`config.mk`:
```
export PLATFORM = sky130hd
export DESIGN_NAME = smoothed_speed_estimator_unit
export DESIGN_NICKNAME = d
export VERILOG_FILES = /design/src/sv/sse_pkg.sv /design/src/sv/sse_mul.sv /design/src/sv/smoothed_speed_estimator_unit.sv
export SDC_FILE = /design/constraint.sdc
export NUM_CORES = 2
export LEC_CHECK = 0
export BUFFER_PORTS_ARGS = -buffer_cell sky130_fd_sc_hd__buf_2
export CORE_ASPECT_RATIO = 1.75
export CORE_MARGIN = 2
export CORE_UTILIZATION = 60
export CTS_CLUSTER_SIZE = 20
export DETAILED_ROUTE_END_ITERATION = 10
export MAX_ROUTING_LAYER = met4
export PLACE_DENSITY = 0.8
export SLEW_MARGIN = 30
export SYNTH_ARGS = -nofsm -noshare
export SYNTH_HDL_FRONTEND = slang
export SYNTH_HIERARCHICAL = 1
export SYNTH_SLANG_ARGS = --single-unit
```
`constraint.sdc`:
```
create_clock -name i_clk -period 24.4 [get_ports i_clk]
set_input_delay 4.88 -clock i_clk [delete_from_list [all_inputs] [get_ports i_clk]]
set_output_delay 4.88 -clock i_clk [all_outputs]
set_load 0.005 [all_outputs]
```
`src/sv/sse_pkg.sv`:
```
// shared constants for the smoothed speed estimator: widths, register
// indexes and reset values, sequencer step counts
// no dependencies
package sse_pkg;

    localparam int POS_W   = 32;
    localparam int TIME_W  = 32;
    localparam int SPEED_W = 32;
    localparam int FRAC_W  = 16;
    localparam int CFG_W   = 32;
    localparam int IDX_W   = 3;

    // shared multiplier
    localparam int MUL_W  = 33;
    localparam int PROD_W = 2 * MUL_W;

    // square root and divider
    localparam int ROOT_W     = 33;
    localparam int REM_W      = 34;
    localparam int NUM_W      = 43;
    localparam int ROOT_STEPS = ROOT_W;
    localparam int DIV_STEPS  = NUM_W;
    localparam int CNT_W      = 6;

    localparam logic [9:0]  MS_PER_SEC = 10'd1000;
    localparam logic [16:0] ONE_Q16    = 17'h10000;

    // register indexes
    localparam logic [IDX_W-1:0] CFG_MIN_INTERVAL = 3'd0;
    localparam logic [IDX_W-1:0] CFG_NEW_WEIGHT   = 3'd1;
    localparam logic [IDX_W-1:0] CFG_DECAY        = 3'd2;
    localparam logic [IDX_W-1:0] CFG_ZERO_FLOOR   = 3'd3;
    localparam logic [IDX_W-1:0] CFG_MOVING_THR   = 3'd4;

    // reset values
    localparam logic [15:0]        RST_MIN_INTERVAL = 16'd80;
    localparam logic [15:0]        RST_NEW_WEIGHT   = 16'd16384;
    localparam logic [15:0]        RST_DECAY        = 16'd60293;
    localparam logic [SPEED_W-1:0] RST_ZERO_FLOOR   = 32'd205;
    localparam logic [SPEED_W-1:0] RST_MOVING_THR   = 32'd410;

endpackage

```
`src/sv/sse_mul.sv`:
```
// shared unsigned multiplier with registered product
// depends on sse_pkg
module sse_mul (
    input  logic                         i_clk,
    input  logic [sse_pkg::MUL_W-1:0]    i_a,
    input  logic [sse_pkg::MUL_W-1:0]    i_b,
    output logic [sse_pkg::PROD_W-1:0]   o_p
);

    logic [sse_pkg::PROD_W-1:0] r_p;

    always_ff @(posedge i_clk) begin
        r_p <= {{sse_pkg::MUL_W{1'b0}}, i_a} * {{sse_pkg::MUL_W{1'b0}}, i_b};
    end

    assign o_p = r_p;

endmodule

```
`src/sv/smoothed_speed_estimator_unit.sv`:
```
// Smoothed speed estimator: one result item per sample item. A sample with a
// fresh measurement passes through squaring on the shared 33x33 multiplier,
// a bit-pair square root, scaling, restoring division by the time step,
// blending and the load of the result register, in that order. A zero time
// step skips the division. A sample that comes too soon only decays the
// speed; a link-down sample or the first valid one after link loss goes
// straight to the result register. The block takes one item at a time
// (o_stall high while busy) and accepts the next item while the previous
// result still waits. A new result that finds the previous one still stalled
// holds the block in its last step until that result is taken.
// Depends on sse_pkg and sse_mul.
module smoothed_speed_estimator_unit (
    input  logic                           i_clk,
    input  logic                           i_rst_n,
    // sample items
    input  logic                           i_valid,
    output logic                           o_stall,
    input  logic                           i_link_valid,
    input  logic signed [sse_pkg::POS_W-1:0] i_pos_x,
    input  logic signed [sse_pkg::POS_W-1:0] i_pos_y,
    input  logic signed [sse_pkg::POS_W-1:0] i_pos_z,
    input  logic [sse_pkg::TIME_W-1:0]     i_time_ms,
    // result items
    output logic                           o_valid,
    input  logic                           i_stall,
    output logic                           o_link_up,
    output logic [sse_pkg::SPEED_W-1:0]    o_speed,
    output logic                           o_moving,
    // configuration
    input  logic                           i_cfg_valid,
    output logic                           o_cfg_ready,
    input  logic [sse_pkg::IDX_W-1:0]      i_cfg_index,
    input  logic [sse_pkg::CFG_W-1:0]      i_cfg_data
);

    typedef enum logic [2:0] {
        S_IDLE, S_SQ, S_ROOT, S_SCALE, S_DIV, S_BLEND, S_DECAY, S_OUT
    } t_state;

    t_state r_state;

    // configuration
    logic [15:0]                   r_min_interval;
    logic [15:0]                   r_new_weight;
    logic [15:0]                   r_decay;
    logic [sse_pkg::SPEED_W-1:0]   r_zero_floor;
    logic [sse_pkg::SPEED_W-1:0]   r_moving_thr;

    // architectural state
    logic signed [sse_pkg::POS_W-1:0] r_last_x, r_last_y, r_last_z;
    logic [sse_pkg::TIME_W-1:0]    r_last_time;
    logic                          r_last_link;
    logic [sse_pkg::SPEED_W-1:0]   r_speed;

    // working registers
    logic [sse_pkg::POS_W-1:0]     r_dx, r_dy, r_dz;
    logic [sse_pkg::TIME_W-1:0]    r_dt;
    logic [sse_pkg::PROD_W-1:0]    r_acc;
    logic [sse_pkg::REM_W-1:0]     r_rem;
    logic [sse_pkg::ROOT_W-1:0]    r_root;
    logic [sse_pkg::CNT_W-1:0]     r_cnt;
    logic                          r_link_in;

    // output register
    logic                          r_out_valid;
    logic                          r_out_link;
    logic [sse_pkg::SPEED_W-1:0]   r_out_speed;
    logic                          r_out_moving;

    logic                          in_acc;
    logic                          out_load;
    logic signed [sse_pkg::POS_W:0] dx_s, dy_s, dz_s;
    logic [sse_pkg::POS_W-1:0]     dx_mag, dy_mag, dz_mag;
    logic [sse_pkg::TIME_W-1:0]    dt;
    logic [sse_pkg::MUL_W-1:0]     mul_a, mul_b;
    logic [sse_pkg::PROD_W-1:0]    mul_p;
    logic [sse_pkg::POS_W-1:0]     sq_op;
    logic [sse_pkg::REM_W+1:0]     sq_rem_sh, sq_trial;
    logic                          sq_ge;
    logic [sse_pkg::POS_W:0]       div_rem_sh;
    logic                          div_ge;
    logic [sse_pkg::PROD_W-1:0]    blend_sum;
    logic [sse_pkg::SPEED_W-1:0]   blend_sat;
    logic [sse_pkg::SPEED_W-1:0]   spd_cand;
    logic [sse_pkg::SPEED_W-1:0]   n_speed;

    assign o_stall     = (r_state != S_IDLE);
    assign o_cfg_ready = 1'b1;
    assign in_acc      = i_valid && !o_stall;
    assign out_load    = (r_state == S_OUT) && (!r_out_valid || !i_stall);

    assign o_valid   = r_out_valid;
    assign o_link_up = r_out_link;
    assign o_speed   = r_out_speed;
    assign o_moving  = r_out_moving;

    // position deltas and time step
    always_comb begin
        dx_s   = $signed({i_pos_x[sse_pkg::POS_W-1], i_pos_x})
               - $signed({r_last_x[sse_pkg::POS_W-1], r_last_x});
        dy_s   = $signed({i_pos_y[sse_pkg::POS_W-1], i_pos_y})
               - $signed({r_last_y[sse_pkg::POS_W-1], r_last_y});
        dz_s   = $signed({i_pos_z[sse_pkg::POS_W-1], i_pos_z})
               - $signed({r_last_z[sse_pkg::POS_W-1], r_last_z});
        dx_mag = dx_s[sse_pkg::POS_W] ? sse_pkg::POS_W'(-dx_s) : dx_s[sse_pkg::POS_W-1:0];
        dy_mag = dy_s[sse_pkg::POS_W] ? sse_pkg::POS_W'(-dy_s) : dy_s[sse_pkg::POS_W-1:0];
        dz_mag = dz_s[sse_pkg::POS_W] ? sse_pkg::POS_W'(-dz_s) : dz_s[sse_pkg::POS_W-1:0];
        dt     = i_time_ms - r_last_time;
    end

    // multiplier operand select
    always_comb begin
        mul_a = '0;
        mul_b = '0;
        case (r_cnt[1:0])
            2'd0:    sq_op = r_dx;
            2'd1:    sq_op = r_dy;
            default: sq_op = r_dz;
        endcase
        unique case (r_state)
            S_SQ: begin
                mul_a = {1'b0, sq_op};
                mul_b = {1'b0, sq_op};
            end
            S_SCALE: begin
                mul_a = r_root;
                mul_b = sse_pkg::MUL_W'(sse_pkg::MS_PER_SEC);
            end
            S_BLEND: begin
                case (r_cnt[1:0])
                    2'd0: begin
                        mul_a = {1'b0, r_acc[31:0]};
                        mul_b = sse_pkg::MUL_W'(r_new_weight);
                    end
                    2'd1: begin
                        mul_a = sse_pkg::MUL_W'(r_acc[sse_pkg::NUM_W-1:32]);
                        mul_b = sse_pkg::MUL_W'(r_new_weight);
                    end
                    default: begin
                        mul_a = {1'b0, r_speed};
                        mul_b = sse_pkg::MUL_W'(sse_pkg::ONE_Q16 - {1'b0, r_new_weight});
                    end
                endcase
            end
            S_DECAY: begin
                mul_a = {1'b0, r_speed};
                mul_b = sse_pkg::MUL_W'(r_decay);
            end
            default: begin
                mul_a = '0;
                mul_b = '0;
            end
        endcase
    end

    sse_mul u_mul (
        .i_clk (i_clk),
        .i_a   (mul_a),
        .i_b   (mul_b),
        .o_p   (mul_p)
    );

    // square root and division steps, blend and floor
    always_comb begin
        sq_rem_sh  = {r_rem, r_acc[sse_pkg::PROD_W-1 -: 2]};
        sq_trial   = {1'b0, r_root, 2'b01};
        sq_ge      = (sq_rem_sh >= sq_trial);
        div_rem_sh = {r_rem[sse_pkg::POS_W-1:0], r_acc[sse_pkg::NUM_W-1]};
        div_ge     = (div_rem_sh >= {1'b0, r_dt});
        blend_sum  = r_acc + mul_p;
        blend_sat  = (|blend_sum[sse_pkg::PROD_W-1:sse_pkg::FRAC_W+sse_pkg::SPEED_W])
                   ? '1 : blend_sum[sse_pkg::FRAC_W +: sse_pkg::SPEED_W];
        spd_cand   = (r_state == S_DECAY) ? mul_p[sse_pkg::FRAC_W +: sse_pkg::SPEED_W]
                                          : blend_sat;
        n_speed    = (spd_cand < r_zero_floor) ? '0 : spd_cand;
    end

    // configuration registers
    always_ff @(posedge i_clk) begin
        if (!i_rst_n) begin
            r_min_interval <= sse_pkg::RST_MIN_INTERVAL;
            r_new_weight   <= sse_pkg::RST_NEW_WEIGHT;
            r_decay        <= sse_pkg::RST_DECAY;
            r_zero_floor   <= sse_pkg::RST_ZERO_FLOOR;
            r_moving_thr   <= sse_pkg::RST_MOVING_THR;
        end else if (i_cfg_valid && o_cfg_ready) begin
            unique case (i_cfg_index)
                sse_pkg::CFG_MIN_INTERVAL: r_min_interval <= i_cfg_data[15:0];
                sse_pkg::CFG_NEW_WEIGHT:   r_new_weight   <= i_cfg_data[15:0];
                sse_pkg::CFG_DECAY:        r_decay        <= i_cfg_data[15:0];
                sse_pkg::CFG_ZERO_FLOOR:   r_zero_floor   <= i_cfg_data;
                sse_pkg::CFG_MOVING_THR:   r_moving_thr   <= i_cfg_data;
                default: ;
            endcase
        end
    end

    // sequencer, state and result register
    always_ff @(posedge i_clk) begin
        if (!i_rst_n) begin
            r_state      <= S_IDLE;
            r_cnt        <= '0;
            r_last_x     <= '0;
            r_last_y     <= '0;
            r_last_z     <= '0;
            r_last_time  <= '0;
            r_last_link  <= 1'b0;
            r_speed      <= '0;
            r_out_valid  <= 1'b0;
            r_out_link   <= 1'b0;
            r_out_speed  <= '0;
            r_out_moving <= 1'b0;
        end else begin
            if (r_out_valid && !i_stall && !out_load) begin
                r_out_valid <= 1'b0;
            end
            unique case (r_state)
                S_IDLE: begin
                    r_cnt <= '0;
                    if (in_acc) begin
                        if (i_link_valid) begin
                            r_last_x    <= i_pos_x;
                            r_last_y    <= i_pos_y;
                            r_last_z    <= i_pos_z;
                            r_last_time <= i_time_ms;
                            r_last_link <= 1'b1;
                            if (!r_last_link) begin
                                r_speed <= '0;
                                r_state <= S_OUT;
                            end else if (dt >= {16'b0, r_min_interval}) begin
                                r_state <= S_SQ;
                            end else begin
                                r_state <= S_DECAY;
                            end
                        end else begin
                            r_last_link <= 1'b0;
                            r_state     <= S_OUT;
                        end
                    end
                end
                S_SQ: begin
                    r_cnt <= r_cnt + 1'b1;
                    if (r_cnt == sse_pkg::CNT_W'(3)) begin
                        r_cnt   <= '0;
                        r_state <= S_ROOT;
                    end
                end
                S_ROOT: begin
                    r_cnt <= r_cnt + 1'b1;
                    if (r_cnt == sse_pkg::CNT_W'(sse_pkg::ROOT_STEPS - 1)) begin
                        r_cnt   <= '0;
                        r_state <= S_SCALE;
                    end
                end
                S_SCALE: begin
                    r_cnt <= r_cnt + 1'b1;
                    if (r_cnt == sse_pkg::CNT_W'(1)) begin
                        r_cnt   <= '0;
                        r_state <= (r_dt == '0) ? S_BLEND : S_DIV;
                    end
                end
                S_DIV: begin
                    r_cnt <= r_cnt + 1'b1;
                    if (r_cnt == sse_pkg::CNT_W'(sse_pkg::DIV_STEPS - 1)) begin
                        r_cnt   <= '0;
                        r_state <= S_BLEND;
                    end
                end
                S_BLEND: begin
                    r_cnt <= r_cnt + 1'b1;
                    if (r_cnt == sse_pkg::CNT_W'(3)) begin
                        r_speed <= n_speed;
                        r_state <= S_OUT;
                    end
                end
                S_DECAY: begin
                    r_cnt <= r_cnt + 1'b1;
                    if (r_cnt == sse_pkg::CNT_W'(1)) begin
                        r_speed <= n_speed;
                        r_state <= S_OUT;
                    end
                end
                S_OUT: begin
                    if (out_load) begin
                        r_out_valid  <= 1'b1;
                        r_out_link   <= r_link_in;
                        r_out_speed  <= r_speed;
                        r_out_moving <= (r_speed > r_moving_thr);
                        r_state      <= S_IDLE;
                    end
                end
                default: r_state <= S_IDLE;
            endcase
        end
    end

    // datapath working registers
    always_ff @(posedge i_clk) begin
        case (r_state)
            S_IDLE: begin
                if (in_acc) begin
                    r_link_in <= i_link_valid;
                    r_dx      <= dx_mag;
                    r_dy      <= dy_mag;
                    r_dz      <= dz_mag;
                    r_dt      <= dt;
                    r_acc     <= '0;
                end
            end
            S_SQ: begin
                if (r_cnt != '0) begin
                    r_acc <= r_acc + mul_p;
                end
                r_rem  <= '0;
                r_root <= '0;
            end
            S_ROOT: begin
                r_acc  <= r_acc << 2;
                r_rem  <= sq_ge ? sse_pkg::REM_W'(sq_rem_sh - sq_trial)
                                : sse_pkg::REM_W'(sq_rem_sh);
                r_root <= {r_root[sse_pkg::ROOT_W-2:0], sq_ge};
            end
            S_SCALE: begin
                r_rem <= '0;
                if (r_cnt == sse_pkg::CNT_W'(1)) begin
                    r_acc <= (r_dt == '0) ? '0
                           : {{(sse_pkg::PROD_W-sse_pkg::NUM_W){1'b0}},
                              mul_p[sse_pkg::NUM_W-1:0]};
                end
            end
            S_DIV: begin
                r_rem <= div_ge ? sse_pkg::REM_W'(div_rem_sh - {1'b0, r_dt})
                                : sse_pkg::REM_W'(div_rem_sh);
                r_acc <= {{(sse_pkg::PROD_W-sse_pkg::NUM_W){1'b0}},
                          r_acc[sse_pkg::NUM_W-2:0], div_ge};
            end
            S_BLEND: begin
                case (r_cnt[1:0])
                    2'd1:    r_acc <= mul_p;
                    2'd2:    r_acc <= r_acc + {mul_p[sse_pkg::MUL_W:0], 32'b0};
                    default: ;
                endcase
            end
            default: ;
        endcase
    end

    // checks
    a_busy_after_accept: assert property (@(posedge i_clk) disable iff (!i_rst_n)
        in_acc |=> o_stall)
        else $error("block not busy after taking an item");

    a_link_tracks_sample: assert property (@(posedge i_clk) disable iff (!i_rst_n)
        in_acc |=> (r_last_link == $past(i_link_valid)))
        else $error("last link flag does not follow the sample");

    a_root_count: assert property (@(posedge i_clk) disable iff (!i_rst_n)
        (r_state == S_ROOT) |-> (r_cnt < sse_pkg::CNT_W'(sse_pkg::ROOT_STEPS)))
        else $error("square root step count out of range");

    a_div_count: assert property (@(posedge i_clk) disable iff (!i_rst_n)
        (r_state == S_DIV) |-> (r_cnt < sse_pkg::CNT_W'(sse_pkg::DIV_STEPS)))
        else $error("divide step count out of range");

endmodule
```
Yosys cells after proc, flatten, opt, wreduce, memory -nomap -nowiden. Cells that the tools add are included.

Add/sub/neg operators: 13. Multipliers: 1. $lt $le $gt $ge: 5. Equal/unequal tests: 29. Mux-type cells: 49. Reductions and logical operators: 35.

Operators with widths (count): $pmux W66 S6 (1); $mux W32 (11); $pmux W33 S4 (2); $mux W66 (3); $add A66 B66 Y66 (2); $pmux W66 S2 (1); $pmux W32 S2 (2); $pmux W34 S3 (1); $sub A32 B32 Y33 (3); $neg A32 Y32 (3); $pmux W32 S3 (1); $mux W34 (2); $mul A33 B33 Y66 (1); $pmux W33 S2 (1); $mux W43 (1); $ge A36 B35 Y1 (1); $pmux W6 S6 (1); $sub A33 B32 Y34 (1); $sub A34 B34 Y34 (1); $ge A33 B32 Y1 (1); $mux W3 (11); $mux W33 (1); $ge A32 B16 Y1 (1); $gt A32 B32 Y1 (1); other kinds (34) (78).

Bits in registers: 645. Input port bits: 169. Output and inout port bits: 37. Logic and storage cells: 158.

Longest topological paths before layout.
Word-level depth: 8. Depth in mapped cells: 38. Gate-level depth less buffers: 35.

Modules after synthesis. Netlist, hierarchy kept.

By module, submodules not included: smoothed_speed_estimator_unit (instances 1, cells an instance 5508, area each 44401.3 um2, seq. area each 14213.6 um2); sse_mul (instances 1, cells an instance 4093, area each 36935.4 um2, seq. area each 1321.3 um2).

Worst setup path before layout. Ideal clock, no wire load.

Path kind: input-to-reg. Start: in i_time_ms[0] (netlist bit). End: reg r_state[0]. Setup time: 0.121 ns. Arrival time: 8.968 ns. Data required time: 24.279 ns. Setup slack: 15.311 ns. Stages: 22. Cell sequence: inv_1 ha_1 inv_1 fa_1 a21o_1 a21oi_2 o21ai_1 a41oi_1 nor2b_1 o21a_1 nor2_1 xnor2_1 ha_1 nand4_1 nor2_1 a21oi_1 o2111ai_1 nor4_2 nand4b_1 or4b_1 or4b_4 o31a_1.

Cells in the longest elaborated chain, start to end: 7.

Ends and longest elaborated chain: from (decl) (RTL line smoothed_speed_estimator_unit.sv:22) `input logic [sse_pkg::TIME_W-1:0] i_time_ms,`; $sub A32 B32 Y32 (RTL line smoothed_speed_estimator_unit.sv:108) `dt = i_time_ms - r_last_time;`; named net dt (one bit) (RTL line smoothed_speed_estimator_unit.sv:74) `logic [sse_pkg::TIME_W-1:0] dt;`; $ge A32 B16 Y1 (RTL line smoothed_speed_estimator_unit.sv:230) `end else if (dt >= {16'b0, r_min_interval}) begin`; $mux W3 (RTL line smoothed_speed_estimator_unit.sv:230); $mux W3 (RTL line smoothed_speed_estimator_unit.sv:227) `if (!r_last_link) begin`; $mux W3 (RTL line smoothed_speed_estimator_unit.sv:221) `if (i_link_valid) begin`; $mux W3 (RTL line smoothed_speed_estimator_unit.sv:220) `if (in_acc) begin`; $pmux W3 S8 (RTL line smoothed_speed_estimator_unit.sv:217) `unique case (r_state)`; to (signal assigned) (RTL line smoothed_speed_estimator_unit.sv:259) `r_state <= (r_dt == '0) ? S_BLEND : S_DIV;`; to (decl) (RTL line smoothed_speed_estimator_unit.sv:40) `t_state r_state;`.

The timed path passes the listed nets, and every way through them passes these cells. The select of a mux whose other input is x is not followed. A chain may end at the register's enable or synchronous reset.

Worst setup path in the final report.
Start: reg r_state[0]. End: reg u_mul.r_p, in the netlist u_mul/o_p[57].

Cells in the longest elaborated chain, start to end: 3.

Ends and longest elaborated chain: $eq A3 B3 Y1 (tied with other cells) (RTL line smoothed_speed_estimator_unit.sv:120) `unique case (r_state)`; $pmux W33 S4 * (RTL line smoothed_speed_estimator_unit.sv:120); named net mul_b (one bit) (RTL line smoothed_speed_estimator_unit.sv:75) `logic [sse_pkg::MUL_W-1:0] mul_a, mul_b;`; $mul A33 B33 Y66 * (RTL line sse_mul.sv:13) `r_p <= {{sse_pkg::MUL_W{1'b0}}, i_a} * {{sse_pkg::MUL_W{1'b0}}, i_b};`; to (signal assigned) (RTL line sse_mul.sv:13); to (decl) (RTL line sse_mul.sv:10) `logic [sse_pkg::PROD_W-1:0] r_p;`.

The timed path passes the listed nets; every way through them passes the cells marked *.

==> qor.yml <==
synth_top_area_share_pct: 23.8
cpPeakStageDelay_ps: 890
layout.area.seq_sq_um: 15500
final_cell_area_sq_um: 86500
synth_area_leader_cell: "fa_1"
postRouteAntennaNets: 0
clk_pin_slew_worst_paths_ps: 60
fill_cells: 11400
relSlewSlack_pct: 23.2
worst-path-max-fanout: 34
synth_cell_types: 112
fmax_mhz: 86.0
antenna_found_initial: 24
multiInputGateArea_sq_um: 59100
viasPerCell: 6.33
period_minus_slack_ps: 11630
clk_latency_ps: 690
grt_pass1_vias: 76200
rsz0062_at_grt: "no"
cp-start-kind: "flip-flop"
core-area_sq_um: 135000
cts_tree: "done"
place_ws_ps: 13150
dr.pass1.iters: 7
cpLargestDelayFamily: "adder cells"
placed_cell_area_sq_um: 84000
arrival_ps: 12150
root_buffer: "clkbuf_16"
post-route-period-util_pct: 47.6
start_util_pct: 60.5
setup_slack_ps: 12770
syn_avg_cell_area_sq_um: 8.47
ctsHoldBuffers: 0
hold_violations: 0
cp-end-kind: "flip-flop"
drt_iter0_markers: 5898
status: "completed"
hp-class: "reg -> reg"
ys_top_cells_by_count: "nand2_1, inv_1, fa_1, a21oi_1, ha_1"
io_pins: 206
async_reset_ff_share_pct: 0
wl_met1_microns: 90300
yosysSeqAreaShare_pct: 19.1
ys_dominant_reg_cell: "dfxtp_1"
die_h_microns: 491
drt-total-wl_microns: 304000
synth_edf_count: 262
remaining_drc_errors: 0
die-area_sq_um: 139000
fin_util_pct: 64.3
nNetsFinal: 11300
final_cell_count_no_fill: 11400
port_buffers: 204
fin_tns_setup_ps: 0
gp_congestion: 1.18
wl_met3_microns: 25600
grt_overflow: 0
grt_max_degree: 111
vias: 72100
rows: 178
ys_top_cells_by_area: "fa_1, ha_1, edfxtp_1, dfxtp_1, nand2_1"
critPathSlowestCell: "a2111oi_2"
cap_violations: 0
place_inst: 11200
tightest_slew_ps: 1150
crit_required_ps: 24930
post_cts_buffers: 0
cts_buffer_depth: 3
synth_warnings: 6
ys_seq_elements: 645
syn-cell-area_sq_um: 81300
p_per_area_nw_per_um2: 124
synthCells: 9601
crit_path_frequent_cell: "fa_1"
cts_resized: 0
post_drt_wl_per_cell_microns: 26.7
wl_met2_microns: 148000
leakage_nw: 38.9
cts_buffers: 66
track_usage_pct: 45.7
maxUsedRoutingLayer: "met4"
cts.sinks: 645
cp_num_buf_inv: 9
path_class: "reg -> reg"
drive_gt1_share_pct: 6.19
place_hpwl_microns: 237000
synth.most_common_cell: "nand2_1"
grt_pass1_wl_microns: 454000
htree_levels: 3
fin_skew_ps: 41.5
final-setup-viol-count: 0
drv_slew: 0
syn_to_final_growth_pct: 6.34
fp.dieW_microns: 282
ir_drop_uv: 81.2
-- per-layer routing --
layer / vias to the layer above / global-route usage [%]
li1: 31500 / -
met1: 34900 / 41.1
met2: 3794 / 74.6
met3: 1822 / 12.7
met4: 0 / 47.1
met5: - / -
-- logic make-up after synthesis --
family | count (synthesis) | synth area share [%]
other | 2 | 0.00923
xor gates and xnor gates | 391 | 4.22
AOI/OAI and AO/OA | 1964 | 15.9
muxes | 47 | 0.581
adders and majority gates | 1609 | 33.7
buffers and inverters | 1903 | 8.82
and+or+nand+nor | 3040 | 17.7
DFF | 645 | 19.1
-- cells in the final DEF (no fill, tap or decap), drive strengths merged, types with 156 or more instances in the layout --
cell | netlist | layout
fa | 965 | 965
nand2 | 1503 | 1503
xor2 | 156 | 156
edfxtp | 262 | 262
and2 | 605 | 605
dfxtp | 383 | 383
ha | 644 | 644
buf | 23 | 321
a21oi | 720 | 720
o21ai | 263 | 263
xnor2 | 235 | 235
inv | 1412 | 1419
a21o | 188 | 188
nor2 | 313 | 313
-- stage by stage --
step	hold slack (ps)	total power [W]
floorplan	436	0.00658
global placement	441	0.00913
detailed placement	446	0.00921
CTS	455	0.0104
global route	468	0.0113
finish	454	0.0107
-- registers in the layout, summed over array words and instances, names as in the netlist, 32 cells and up --
signal / flops
r_last_y: 32
r_acc: 66
r_dy: 32
r_zero_floor: 32
r_last_time: 32
r_dx: 32
r_dz: 32
r_root: 33
r_last_z: 32
r_speed: 32
r_rem: 34
u_mul/o_p: 66
r_dt: 32
r_moving_thr: 32
o_speed: 32
r_last_x: 32
-- where the power goes --
part | switching, W | total (W) | internal, W
logic | 0.00500 | 0.00750 | 0.00250
registers | 0.000522 | 0.00208 | 0.00156
clock network | 0.000495 | 0.00112 | 0.000626
-- worst paths after layout --
path                          end  cells past startpoint  slack [ps]            start
setup / recovery    u_mul/o_p[57]                     31       12770       r_state[0]
hold / removal    r_last_time[22]                      2         450  r_last_time[22]
setup reg to reg    u_mul/o_p[57]                     31       12770       r_state[0]
hold reg to reg   r_last_time[22]                      2         450  r_last_time[22]
-- worst reg2reg max path: cells and delay by family, from the launching register on --
| kind | cells | cell delay [ps] |
|---|---|---|
| adder cells (fa/ha/maj) | 9 | 4540 |
| AND/OR/NAND/NOR | 7 | 2520 |
| buffers and inverters | 9 | 2120 |
| AO/OA/AOI/OAI | 5 | 1640 |
| flip-flops | 1 | 540 |
| XOR/XNOR | 1 | 150 |
-- cell type report --
class | instances | area share, %
multi-input cells | 7058 | 68.3
flip-flops and latches | 645 | 18.0
inverters | 1414 | 6.15
well taps | 1800 | 2.60
repair buffers | 322 | 2.22
clock buffers | 80 | 2.05
clock inverters | 42 | 0.632
diodes | 28 | 0.0810
(Power assumes the default switching activity.)
